--- config.mk ---
export PLATFORM = sky130hd
export DESIGN_NAME = png_stored_frame_encoder
export DESIGN_NICKNAME = d
export VERILOG_FILES = /design/src/sv/pngse_pkg.sv /design/src/sv/pngse_cksum.sv /design/src/sv/png_stored_frame_encoder.sv
export SDC_FILE = /design/constraint.sdc
export NUM_CORES = 1
export LEC_CHECK = 0
export ABC_AREA = 1
export BUFFER_PORTS_ARGS = -buffer_cell sky130_fd_sc_hd__buf_2
export CAP_MARGIN = 5
export CORE_UTILIZATION = 35
export CTS_BUF_LIST = sky130_fd_sc_hd__clkbuf_4 sky130_fd_sc_hd__clkbuf_8
export DETAILED_ROUTE_END_ITERATION = 16
export PLACE_DENSITY = 0.52
export SETUP_SLACK_MARGIN = 0.3
export SYNTH_ARGS = -nofsm -noshare
export SYNTH_HDL_FRONTEND = slang
export SYNTH_SLANG_ARGS = --single-unit
--- constraint.sdc ---
create_clock -name i_clk -period 7.6 [get_ports i_clk]
set_clock_uncertainty 0.2 [all_clocks]
set_input_delay 0.38 -clock i_clk [delete_from_list [all_inputs] [get_ports i_clk]]
set_output_delay 0.38 -clock i_clk [all_outputs]
set_load 0.02 [all_outputs]
--- src/sv/pngse_pkg.sv ---
// shared types, constants and byte functions of the png stored-frame encoder
package pngse_pkg;

    localparam logic [1:0] CFG_FORMAT = 2'd0;
    localparam logic [1:0] CFG_WIDTH  = 2'd1;
    localparam logic [1:0] CFG_HEIGHT = 2'd2;

    localparam logic [1:0] FMT_XRGB8888 = 2'd1;
    localparam logic [1:0] FMT_RGB565   = 2'd2;

    localparam logic [9:0]  MAX_WIDTH        = 10'd512;
    localparam logic [8:0]  MAX_HEIGHT       = 9'd478;
    localparam logic [15:0] STORED_BLOCK_MAX = 16'hffff;
    localparam logic [31:0] CRC_POLY         = 32'hedb88320;
    localparam logic [16:0] ADLER_MOD        = 17'd65521;

    // byte positions inside the header, block header and trailer sequences
    localparam logic [5:0] HDR_LAST  = 6'd42;
    localparam logic [5:0] HDR_CLOSE = 6'd32;
    localparam logic [5:0] BLK_LAST  = 6'd4;
    localparam logic [5:0] TRL_CLOSE = 6'd7;
    localparam logic [5:0] TRL_LAST  = 6'd19;

    typedef enum logic [2:0] {
        S_IDLE,
        S_MUL,
        S_CALC,
        S_HDR,
        S_RAW,
        S_BLK,
        S_TRL
    } t_state;

    typedef struct packed {
        logic       crc_en;
        logic       crc_close;
        logic       adl_en;
        logic       adl_init;
        logic [7:0] data;
    } t_ck_ctrl;

    function automatic logic [31:0] crc_byte(input logic [31:0] c_in, input logic [7:0] b);
        logic [31:0] c;
        c = c_in ^ {24'd0, b};
        for (int k = 0; k < 8; k++) begin
            c = (c >> 1) ^ (CRC_POLY & {32{c[0]}});
        end
        return c;
    endfunction

    // c * 255 / 31 with floor
    function automatic logic [7:0] exp5(input logic [4:0] c);
        return {c, 3'b000} + 8'(c >= 5'd5) + 8'(c >= 5'd9) + 8'(c >= 5'd14)
             + 8'(c >= 5'd18) + 8'(c >= 5'd23) + 8'(c >= 5'd27) + 8'(c == 5'd31);
    endfunction

    // c * 255 / 63 with floor
    function automatic logic [7:0] exp6(input logic [5:0] c);
        return {c, 2'b00} + 8'(c >= 6'd21) + 8'(c >= 6'd42) + 8'(c == 6'd63);
    endfunction

endpackage

--- src/sv/pngse_cksum.sv ---
// running chunk crc-32 and zlib adler-32 registers
module pngse_cksum import pngse_pkg::*; (
    input  logic        i_clk,
    input  logic        i_rst_n,
    input  t_ck_ctrl    i_ctrl,
    output logic [31:0] o_crc,
    output logic [15:0] o_adler_lo,
    output logic [15:0] o_adler_hi
);
    logic [31:0] r_crc, n_crc;
    logic [15:0] r_lo, n_lo, r_hi, n_hi;
    logic [16:0] w_lo_sum, w_hi_sum;

    always_comb begin
        w_lo_sum = 17'(r_lo) + 17'(i_ctrl.data);
        n_lo     = (w_lo_sum >= ADLER_MOD) ? 16'(w_lo_sum - ADLER_MOD) : w_lo_sum[15:0];
        w_hi_sum = 17'(r_hi) + 17'(n_lo);
        n_hi     = (w_hi_sum >= ADLER_MOD) ? 16'(w_hi_sum - ADLER_MOD) : w_hi_sum[15:0];
        n_crc    = crc_byte(r_crc, i_ctrl.data);
    end

    always_ff @(posedge i_clk) begin
        if (!i_rst_n) begin
            r_crc <= '1;
            r_lo  <= 16'd1;
            r_hi  <= 16'd0;
        end else begin
            if (i_ctrl.crc_close) begin
                r_crc <= '1;
            end else if (i_ctrl.crc_en) begin
                r_crc <= n_crc;
            end
            if (i_ctrl.adl_init) begin
                r_lo <= 16'd1;
                r_hi <= 16'd0;
            end else if (i_ctrl.adl_en) begin
                r_lo <= n_lo;
                r_hi <= n_hi;
            end
        end
    end

    assign o_crc      = r_crc;
    assign o_adler_lo = r_lo;
    assign o_adler_hi = r_hi;
endmodule

--- src/sv/png_stored_frame_encoder.sv ---
// top level: png file builder, stored deflate blocks, one byte per cycle unless output stalls
//
//  channel  direction  handshake                 payload
//  in       sink       i_in_valid / o_in_ready   i_pixel_word
//  out      source     o_out_valid / i_out_ready o_out_byte, o_run_last, o_file_end
//  cfg      sink       i_cfg_we                  i_cfg_idx, i_cfg_data
//
// an item of a running frame is accepted in the idle state and then sends its raw bytes (a
// filter byte at a row start, then r, g and b), plus 5 stored block header bytes where one begins.
// the first item of a frame adds a length calculation (a multiply state, then one subtraction
// step per stored block) and 43 header bytes; the last item adds the 20 trailer bytes.
// reset is synchronous, active low; no clearing pass is needed.
// a stalled output holds the sequencer; the input is taken only in the idle state.
module png_stored_frame_encoder import pngse_pkg::*; (
    input  logic        i_clk,
    input  logic        i_rst_n,
    input  logic        i_in_valid,
    output logic        o_in_ready,
    input  logic [31:0] i_pixel_word,
    output logic        o_out_valid,
    input  logic        i_out_ready,
    output logic [7:0]  o_out_byte,
    output logic        o_run_last,
    output logic        o_file_end,
    input  logic        i_cfg_we,
    input  logic [1:0]  i_cfg_idx,
    input  logic [9:0]  i_cfg_data
);
    // configuration and latched frame geometry
    logic [1:0]  r_cfg_fmt, r_lat_fmt;
    logic [9:0]  r_cfg_w, r_lat_w;
    logic [8:0]  r_cfg_h, r_lat_h;

    // sequencer state
    t_state      r_state, n_state;
    logic [5:0]  r_idx;
    logic [1:0]  r_k;
    logic        r_started, r_in_frame, r_pend;
    logic [31:0] r_pix;
    logic [9:0]  r_col;
    logic [8:0]  r_row;
    logic [15:0] r_blk_rem;
    logic [19:0] r_raw_rem, r_tmp;
    logic [3:0]  r_blocks;

    // output register
    logic        r_out_valid;
    logic [7:0]  r_out_byte;
    logic        r_run_last, r_file_end;

    // combinational
    logic        w_acc, w_slot, w_emit, w_last, w_end, w_eof;
    logic [7:0]  w_byte, w_r, w_g, w_b, w_raw_byte;
    logic [15:0] w_len;
    logic        w_final;
    logic [10:0] w_row_bytes;
    logic [31:0] w_zlen, w_crc_inv;
    logic [31:0] w_crc;
    logic [15:0] w_adl_lo, w_adl_hi;
    logic [31:0] w_adler;
    t_ck_ctrl    w_ck;

    assign w_acc      = i_in_valid && o_in_ready;
    assign o_in_ready = (r_state == S_IDLE);
    assign w_slot     = !r_out_valid || i_out_ready;

    // pixel expansion to 8-bit rgb
    always_comb begin
        case (r_lat_fmt)
            FMT_XRGB8888: begin
                w_r = r_pix[23:16];
                w_g = r_pix[15:8];
                w_b = r_pix[7:0];
            end
            FMT_RGB565: begin
                w_r = exp5(r_pix[15:11]);
                w_g = exp6(r_pix[10:5]);
                w_b = exp5(r_pix[4:0]);
            end
            default: begin
                w_r = exp5(r_pix[14:10]);
                w_g = exp5(r_pix[9:5]);
                w_b = exp5(r_pix[4:0]);
            end
        endcase
        case (r_k)
            2'd0:    w_raw_byte = 8'd0;
            2'd1:    w_raw_byte = w_r;
            2'd2:    w_raw_byte = w_g;
            default: w_raw_byte = w_b;
        endcase
    end

    // stored block length and frame-level sizes
    assign w_final     = (r_raw_rem <= 20'(STORED_BLOCK_MAX));
    assign w_len       = w_final ? r_raw_rem[15:0] : STORED_BLOCK_MAX;
    assign w_row_bytes = 11'({r_lat_w, 1'b0}) + 11'(r_lat_w) + 11'd1;
    assign w_zlen      = 32'(r_raw_rem) + 32'({r_blocks, 2'b00}) + 32'(r_blocks) + 32'd6;
    assign w_crc_inv   = ~w_crc;
    assign w_adler     = {w_adl_hi, w_adl_lo};
    assign w_eof       = (r_col == r_lat_w - 10'd1) && (r_row == r_lat_h - 9'd1);

    // next state
    always_comb begin
        n_state = r_state;
        case (r_state)
            S_IDLE: begin
                if (w_acc) begin
                    if (r_pend)           n_state = S_TRL;
                    else if (!r_in_frame) n_state = S_MUL;
                    else                  n_state = S_RAW;
                end
            end
            S_MUL:  n_state = S_CALC;
            S_CALC: if (r_tmp == 20'd0) n_state = S_HDR;
            S_HDR:  if (w_emit && r_idx == HDR_LAST) n_state = S_RAW;
            S_RAW: begin
                if (r_blk_rem == 16'd0) begin
                    n_state = S_BLK;
                end else if (w_emit && r_k == 2'd3) begin
                    n_state = (w_eof && !r_started) ? S_TRL : S_IDLE;
                end
            end
            S_BLK:  if (w_emit && r_idx == BLK_LAST) n_state = S_RAW;
            S_TRL:  if (w_emit && r_idx == TRL_LAST) n_state = S_IDLE;
            default: n_state = S_IDLE;
        endcase
    end

    // byte selection and checksum control
    always_comb begin
        w_emit = 1'b0;
        w_byte = 8'd0;
        w_last = 1'b0;
        w_end  = 1'b0;
        w_ck   = '0;
        case (r_state)
            S_MUL: w_ck.adl_init = 1'b1;
            S_HDR: begin
                w_emit = w_slot;
                case (r_idx)
                    6'd0:  w_byte = 8'd137;
                    6'd1:  w_byte = 8'd80;
                    6'd2:  w_byte = 8'd78;
                    6'd3:  w_byte = 8'd71;
                    6'd4:  w_byte = 8'd13;
                    6'd5:  w_byte = 8'd10;
                    6'd6:  w_byte = 8'd26;
                    6'd7:  w_byte = 8'd10;
                    6'd11: w_byte = 8'd13;
                    6'd12: w_byte = 8'd73;
                    6'd13: w_byte = 8'd72;
                    6'd14: w_byte = 8'd68;
                    6'd15: w_byte = 8'd82;
                    6'd18: w_byte = 8'({r_lat_w[9:8]});
                    6'd19: w_byte = r_lat_w[7:0];
                    6'd22: w_byte = 8'({r_lat_h[8]});
                    6'd23: w_byte = r_lat_h[7:0];
                    6'd24: w_byte = 8'd8;
                    6'd25: w_byte = 8'd2;
                    6'd29: w_byte = w_crc_inv[31:24];
                    6'd30: w_byte = w_crc_inv[23:16];
                    6'd31: w_byte = w_crc_inv[15:8];
                    6'd32: w_byte = w_crc_inv[7:0];
                    6'd33: w_byte = w_zlen[31:24];
                    6'd34: w_byte = w_zlen[23:16];
                    6'd35: w_byte = w_zlen[15:8];
                    6'd36: w_byte = w_zlen[7:0];
                    6'd37: w_byte = 8'd73;
                    6'd38: w_byte = 8'd68;
                    6'd39: w_byte = 8'd65;
                    6'd40: w_byte = 8'd84;
                    6'd41: w_byte = 8'h78;
                    6'd42: w_byte = 8'h01;
                    default: w_byte = 8'd0;
                endcase
                w_ck.crc_en    = w_emit && (r_idx inside {[6'd12:6'd28], [6'd37:6'd42]});
                w_ck.crc_close = w_emit && (r_idx == HDR_CLOSE);
            end
            S_RAW: begin
                w_emit        = w_slot && (r_blk_rem != 16'd0);
                w_byte        = w_raw_byte;
                w_last        = (r_k == 2'd3) && (!w_eof || r_started);
                w_ck.crc_en   = w_emit;
                w_ck.adl_en   = w_emit;
            end
            S_BLK: begin
                w_emit = w_slot;
                case (r_idx)
                    6'd0:    w_byte = 8'(w_final);
                    6'd1:    w_byte = w_len[7:0];
                    6'd2:    w_byte = w_len[15:8];
                    6'd3:    w_byte = ~w_len[7:0];
                    default: w_byte = ~w_len[15:8];
                endcase
                w_ck.crc_en = w_emit;
            end
            S_TRL: begin
                w_emit = w_slot;
                case (r_idx)
                    6'd0:  w_byte = w_adler[31:24];
                    6'd1:  w_byte = w_adler[23:16];
                    6'd2:  w_byte = w_adler[15:8];
                    6'd3:  w_byte = w_adler[7:0];
                    6'd4:  w_byte = w_crc_inv[31:24];
                    6'd5:  w_byte = w_crc_inv[23:16];
                    6'd6:  w_byte = w_crc_inv[15:8];
                    6'd7:  w_byte = w_crc_inv[7:0];
                    6'd12: w_byte = 8'd73;
                    6'd13: w_byte = 8'd69;
                    6'd14: w_byte = 8'd78;
                    6'd15: w_byte = 8'd68;
                    6'd16: w_byte = w_crc_inv[31:24];
                    6'd17: w_byte = w_crc_inv[23:16];
                    6'd18: w_byte = w_crc_inv[15:8];
                    6'd19: w_byte = w_crc_inv[7:0];
                    default: w_byte = 8'd0;
                endcase
                w_last         = (r_idx == TRL_LAST);
                w_end          = (r_idx == TRL_LAST);
                w_ck.crc_en    = w_emit && (r_idx inside {[6'd0:6'd3], [6'd12:6'd15]});
                w_ck.crc_close = w_emit && (r_idx == TRL_CLOSE || r_idx == TRL_LAST);
            end
            default: w_emit = 1'b0;
        endcase
        w_ck.data = w_byte;
    end

    pngse_cksum u_cksum (
        .i_clk      (i_clk),
        .i_rst_n    (i_rst_n),
        .i_ctrl     (w_ck),
        .o_crc      (w_crc),
        .o_adler_lo (w_adl_lo),
        .o_adler_hi (w_adl_hi)
    );

    // control and datapath registers
    always_ff @(posedge i_clk) begin
        if (!i_rst_n) begin
            r_state     <= S_IDLE;
            r_cfg_fmt   <= 2'd0;
            r_cfg_w     <= 10'd256;
            r_cfg_h     <= 9'd224;
            r_lat_fmt   <= 2'd0;
            r_lat_w     <= 10'd256;
            r_lat_h     <= 9'd224;
            r_idx       <= 6'd0;
            r_k         <= 2'd0;
            r_started   <= 1'b0;
            r_in_frame  <= 1'b0;
            r_pend      <= 1'b0;
            r_col       <= 10'd0;
            r_row       <= 9'd0;
            r_blk_rem   <= 16'd0;
            r_raw_rem   <= 20'd0;
            r_tmp       <= 20'd0;
            r_blocks    <= 4'd0;
            r_out_valid <= 1'b0;
        end else begin
            r_state <= n_state;

            if (i_cfg_we) begin
                case (i_cfg_idx)
                    CFG_FORMAT: r_cfg_fmt <= i_cfg_data[1:0];
                    CFG_WIDTH:  r_cfg_w   <= i_cfg_data;
                    CFG_HEIGHT: r_cfg_h   <= i_cfg_data[8:0];
                    default:    ;
                endcase
            end

            // item intake; the geometry latches only at a frame start
            if (w_acc) begin
                r_pix     <= i_pixel_word;
                r_started <= !r_pend && !r_in_frame;
                r_k       <= (r_col == 10'd0) ? 2'd0 : 2'd1;
                if (!r_pend && !r_in_frame) begin
                    r_lat_fmt <= r_cfg_fmt;
                    r_lat_w   <= (r_cfg_w == 10'd0) ? 10'd1 :
                                 (r_cfg_w > MAX_WIDTH) ? MAX_WIDTH : r_cfg_w;
                    r_lat_h   <= (r_cfg_h == 9'd0) ? 9'd1 :
                                 (r_cfg_h > MAX_HEIGHT) ? MAX_HEIGHT : r_cfg_h;
                end
            end

            // raw size, then block count by repeated subtraction
            if (r_state == S_MUL) begin
                r_raw_rem <= 20'(w_row_bytes) * 20'(r_lat_h);
                r_tmp     <= 20'(w_row_bytes) * 20'(r_lat_h);
                r_blocks  <= 4'd0;
            end
            if (r_state == S_CALC && r_tmp != 20'd0) begin
                r_tmp    <= (r_tmp > 20'(STORED_BLOCK_MAX)) ?
                            r_tmp - 20'(STORED_BLOCK_MAX) : 20'd0;
                r_blocks <= r_blocks + 4'd1;
            end

            // byte index within header, block header and trailer
            if (w_emit && (r_state == S_HDR || r_state == S_BLK || r_state == S_TRL)) begin
                r_idx <= (n_state != r_state) ? 6'd0 : r_idx + 6'd1;
            end

            if (w_emit && r_state == S_HDR && r_idx == HDR_LAST) begin
                r_col      <= 10'd0;
                r_row      <= 9'd0;
                r_blk_rem  <= 16'd0;
                r_in_frame <= 1'b1;
                r_k        <= 2'd0;
            end

            if (w_emit && r_state == S_BLK && r_idx == BLK_LAST) begin
                r_blk_rem <= w_len;
            end

            if (w_emit && r_state == S_RAW) begin
                r_blk_rem <= r_blk_rem - 16'd1;
                r_raw_rem <= r_raw_rem - 20'd1;
                r_k       <= r_k + 2'd1;
                if (r_k == 2'd3) begin
                    if (r_col == r_lat_w - 10'd1) begin
                        r_col <= 10'd0;
                        if (r_row == r_lat_h - 9'd1) begin
                            r_row <= 9'd0;
                            if (r_started) r_pend <= 1'b1;
                        end else begin
                            r_row <= r_row + 9'd1;
                        end
                    end else begin
                        r_col <= r_col + 10'd1;
                    end
                end
            end

            if (w_emit && r_state == S_TRL && r_idx == TRL_LAST) begin
                r_in_frame <= 1'b0;
                r_pend     <= 1'b0;
            end

            if (w_slot) begin
                r_out_valid <= w_emit;
            end
        end
    end

    // output payload
    always_ff @(posedge i_clk) begin
        if (w_emit) begin
            r_out_byte <= w_byte;
            r_run_last <= w_last;
            r_file_end <= w_end;
        end
    end

    assign o_out_valid = r_out_valid;
    assign o_out_byte  = r_out_byte;
    assign o_run_last  = r_run_last;
    assign o_file_end  = r_file_end;

    // the file's final byte always closes the item that caused it
    a_end_is_last: assert property (@(posedge i_clk) disable iff (!i_rst_n)
        (o_out_valid && o_file_end) |-> o_run_last)
        else $error("file end without run last");

    // a raw byte is only sent while frame bytes remain
    a_raw_left: assert property (@(posedge i_clk) disable iff (!i_rst_n)
        (r_state == S_RAW && r_blk_rem != 16'd0) |-> (r_raw_rem != 20'd0))
        else $error("raw byte beyond frame size");

    // a pending trailer belongs to an open frame
    a_pend_frame: assert property (@(posedge i_clk) disable iff (!i_rst_n)
        r_pend |-> r_in_frame)
        else $error("trailer pending outside a frame");

    // column counter stays inside the latched width
    a_col_range: assert property (@(posedge i_clk) disable iff (!i_rst_n)
        r_in_frame |-> (r_col < r_lat_w))
        else $error("column beyond width");
endmodule
== Yosys cells after proc, flatten, opt, wreduce, memory -nomap -nowiden ==
Index checks and enable logic that the tools add are counted.
Storage, ports and cells
  register bits after elaboration: 234
  logic and storage cells: 311
Cells by class
  add/subtract/negate cells: 50
  multiply operators: 1
  order comparisons: 39
  eq/ne operators: 55
  mux-type cells: 55
  bitwise gates (word level): 13
  reduce and logical (&&, ||, !) cells: 72
Operator list (count)
  XOR 31 x 32 -> 32 bit: 8
  adder 8 x 1 -> 8 bit: 31
  case mux 8 bit (29 select lines): 1
  two-way mux 16 bit: 6
  case mux 8 bit (12 select lines): 1
  two-way mux 20 bit: 4
  == test 6 bit, second input constant: 12
  == test 6 x 5 -> 1 bit, second input constant: 11
  case mux 8 bit (4 select lines): 2
  two-way mux 9 bit: 7
  >= comparator 5 bit, second input constant: 12
  two-way mux 10 bit: 6
  >= comparator 5 x 4 -> 1 bit, second input constant: 8
  >= comparator 17 x 16 -> 1 bit, second input constant: 2
  inverter 32 bit: 1
  case mux 8 bit (2 select lines): 2
  subtractor 16 bit, second input constant: 2
  XOR 32 x 8 -> 32 bit: 1
  == test 6 x 4 -> 1 bit, second input constant: 5
  two-way mux 3 bit: 10
  logical AND 1 bit: 27
  == test 6 x 3 -> 1 bit, second input constant: 4
  case mux 8 bit (3 select lines): 1
  adder 22 x 3 -> 23 bit, second input constant: 1
  other kinds (68): 120

== Logic depth before layout (Yosys ltp) ==
  depth after elaboration: 20
  mapped depth: 62

== Modules after synthesis ==
A second synthesis with hierarchy kept.
Second synthesis, totals
  cell total of the unflattened synthesis: 3347
  area total of the unflattened synthesis: 22268.9 um^2
By module, submodules not included
  png_stored_frame_encoder: instances 1, cells an instance 2377, area an instance 16273.1 um^2, seq. area each 3743.6 um^2
  pngse_cksum: instances 1, cells an instance 970, area an instance 5995.8 um^2, seq. area each 1281.2 um^2

== Worst setup path before layout ==
OpenSTA, ideal clock, no wires.
  kind: register to register
  start point: reg r_pix[12]
  end point: reg u_cksum.r_hi[13] (netlist: u_cksum.o_adler_hi[13])
  library setup time: 0.109 ns
  data arrival time: 7.730 ns
  required time: 7.291 ns
  slack: -0.439 ns
  cell stages (with the launch flop): 51
  buffers on the path: 1
  path through: edfxtp_1 clkbuf_1 nor2_1 inv_1 o31ai_1 fa_1 fa_1 fa_1 fa_1 o21ai_0 o21ai_0 nand3_1 nand3_1 nand2_1 nor2_2 nand2_2 ha_1 nand3_1 [15 not listed] ha_1 inv_1 fa_1 inv_1 nand3_1 nand2_1 a21boi_0 xnor2_1 nand2_1 nor2_1 nand3_1 nor3b_1 nand3_1 xnor2_1 nand2_1 nand3_1 nand2_1 inv_1
RTL lines
  start, declared: RTL line png_stored_frame_encoder.sv:39  | logic [31:0] r_pix;
  start signal, assigned: RTL line png_stored_frame_encoder.sv:274  | r_pix <= i_pixel_word;
  end signal, assigned: RTL line pngse_cksum.sv:38  | r_hi <= n_hi;
  end, declared: RTL line pngse_cksum.sv:11  | logic [15:0] r_lo, n_lo, r_hi, n_hi;

==> metrics.txt <==
Register-to-Register Setup Slack -0.37 ns; Post-Syn Instances 3,484; synth warn 0; violated checks setup timing; Critical Path Most Common Cell nand2_1; synth top area cells dfxtp_1 (18%), nand2_1 (15%), inv_1 (8.3%); area leader, netlist dfxtp_1; crit path kind flop to flop; cell row count 92; outcome finished, violations left; power density of the placed cells 362.2 nW/µm²; Critical-path top delay cell fa_1; grt ovf 0; GP Congestion 0.9743; Longest Clk Path Bufs 3; # DRC 0; Die Area 65,710 µm²; Tot Pwr 10,250 µW; DPL Wire Length 63,370 µm; nets@finish 4,074; Clk Latency, worst-skew pair 0.67 ns; htree depth 2; Final min period 7.966 ns; ys async rst share 0%; minimum hold slack 0.1703 ns; CTS root buffer clkbuf_8; WP buf/inv 9; Synth Flop Type dfxtp_1; CP max FO 9; initial antenna violation count 1; Final Core Density 44.53%; register bit total from synthesis 234; CTS clk-pin slew, worst paths 0.06 ns; Post-synth top cells nand2_1 (889), inv_1 (498), nor2_1 (306); num ports 61; RSZ-0062 raised after global routing yes; Top delay family on crit path simple AND/OR/NAND/NOR gates; syn avg cell area 6.498 µm²; Antenna Nets Post-Route 0; setup ws final -0.3663 ns; layout cell share with drive strength beyond 1 18.89%; RR Endpoint u_cksum.o_adler_hi[5]; Fill cells 6,698; via count 23.84k; Final setup viols 16; Worst Reg-to-Reg Cells 47; CP max stage delay 0.50 ns; Final Max Slew Viols 0; WP data arrival 8.33 ns; vias in the first global route 22.73k; DP Worst Slack -0.4951 ns; synth-to-layout area growth 24.98%; most common cell in the netlist nand2_1; Initial Utilization 35.63%; Slew @ Worst Pin 1.026 ns; total track usage 24.56%; number of buffers created by CTS 47; pin count of the biggest net entering global routing 60; crit share post-route 104.8%; Max Clock Freq 125.5 MHz; Worst Hold Class input port to flop; Synth top area share 17.68%; worst hold path cell count 4; CP Launch Type flop; vias per cell 5.079; EDFF count, synth 34; Slew HR 30.74%; mapped cell area 22,640 µm²; CP startpoint r_pix[12]; CP Capture Type flop; Syn Nets 3,747; Initial DRC Count 1,752; LEAKAGE 0.01354 µW; CP endpoint u_cksum.o_adler_hi[5]; CTS tree done; critical path depth in cells 47; Hold Violations, Final 0; Seq/Total Area, Yosys 22.19%; max cap viols 0; I/O Buffers 52; post-synthesis cell type count 68; CP required 7.96 ns; final WL 81,870 µm; WL/cell 17.44 µm; Max IR drop VDD 0.2070 mV; Core ar. 63,540 µm²; reg-to-reg critical path startpoint r_pix[12]; Die X 256.3 µm; Detailed Routing Iterations Pass 1 5; Clock Sinks 234; Die Height 256.3 µm; wire length of the first global-routing pass 128,500 µm
stage by stage:
step / TNS (ns) / instances / area, µm²
after global routing: -12.37 / 4695 / 28300
after floorplan: 0 / 3484 / 22890
final: -5.208 / 4695 / 28300
after detailed placement: -6.783 / 4524 / 25610
after CTS: -5.952 / 4681 / 27660
after global placement: -4.450 / 4524 / 25610
what timing repair did:
item | CTS | global route
resized for setup | 71 | 140
hold endpoints to repair | 46 | 0
hold buffers | 40 | 0
gates cloned | 2 | 1
setup buffers | 29 | 12
pin swaps | 52 | 70
endpoints found under the setup margin | 16 | 26
final cells by class:
class | instances | area, µm² | share of cell area (%)
Clock buffer | 69 | 887.1 | 3.135
Inverter | 519 | 1951 | 6.894
Multi-Input combinational cell | 2630 | 16230 | 57.35
Antenna cell | 1 | 2.502 | 0.008844
Timing Repair Buffer | 379 | 2962 | 10.47
Clock inverter | 17 | 183.9 | 0.6500
Sequential cell | 234 | 5025 | 17.76
Tap cell | 846 | 1059 | 3.741
flip-flops by register name (all words and copies together) (netlist names), 2 cells and up:
signal,cells
o_out_byte,8
r_blk_rem,16
r_blocks,4
r_cfg_fmt,2
r_cfg_h,9
r_cfg_w,10
r_col,10
r_idx,6
r_k,2
r_lat_fmt,2
r_lat_h,9
r_lat_w,10
r_pix,24
r_raw_rem,20
r_row,9
r_state,3
r_tmp,20
u_cksum.o_adler_hi,16
u_cksum.o_adler_lo,16
u_cksum.o_crc,32
power by group:
group / total, µW / switching (µW) / internal (µW) / leakage (µW)
combinational: 6800 / 4280 / 2520 / 0.0110
clock: 1500 / 644 / 857 / 0.000559
sequential: 1950 / 390 / 1560 / 0.00194
cells in the final DEF (no fill, tap or decap), types with 19 or more instances in the layout:
cell,instances
or2_2,19
dfxtp_1,200
inv_2,36
xnor2_1,33
nand3_1,246
clkbuf_8,59
buf_2,52
o21ai_0,160
fa_1,83
a21oi_1,208
nor3_1,38
o21ai_1,35
buf_4,265
nand4_1,77
o211ai_1,40
nor2_1,286
edfxtp_1,34
dlygate4sd3_1,40
nand2_1,854
xor2_1,71
a31oi_1,23
nand3_2,26
ha_1,113
inv_1,475
nand2_2,63
nor2_2,30
worst min-delay path by stage:
| stage | endpoint | start |
|---|---|---|
| after detailed placement | r_cfg_w[0] | r_cfg_w[0] |
| after global placement | r_cfg_w[0] | r_cfg_w[0] |
| after floorplan | r_cfg_w[0] | r_cfg_w[0] |
| after global routing | o_out_valid | i_out_ready |
| final | o_out_valid | i_out_ready |
| after CTS | o_out_valid | i_out_ready |
kinds of logic after synthesis:
logic type      after synthesis  synth area share, %
simple gates               1727                33.51
xor+xnor                    120                4.769
fa+ha+maj                   214                14.71
flops                       234                22.19
buf+inv                     621                10.59
compound gates              568                14.23
worst reg2reg max path, delay by kind of cell (launching register included):
kind,cells,cell delay [ns]
AO/OA/AOI/OAI,4,0.69
XOR/XNOR,1,0.21
adder cells (fa/ha/maj),7,2.56
buffers and inverters,9,0.83
flip-flops,1,0.41
AND/OR/NAND/NOR,26,2.96
metal layers:
metal	vias to the layer above	part of all wire, %	GRT usage (%)
met3	129	5.6	3.213
li1	11970	-	-
met2	656	44	38.44
met1	11090	48	34.92
met5	-	0	0
met4	0	2.8	7.302
Note: power is estimated with default switching activity, not from simulation.
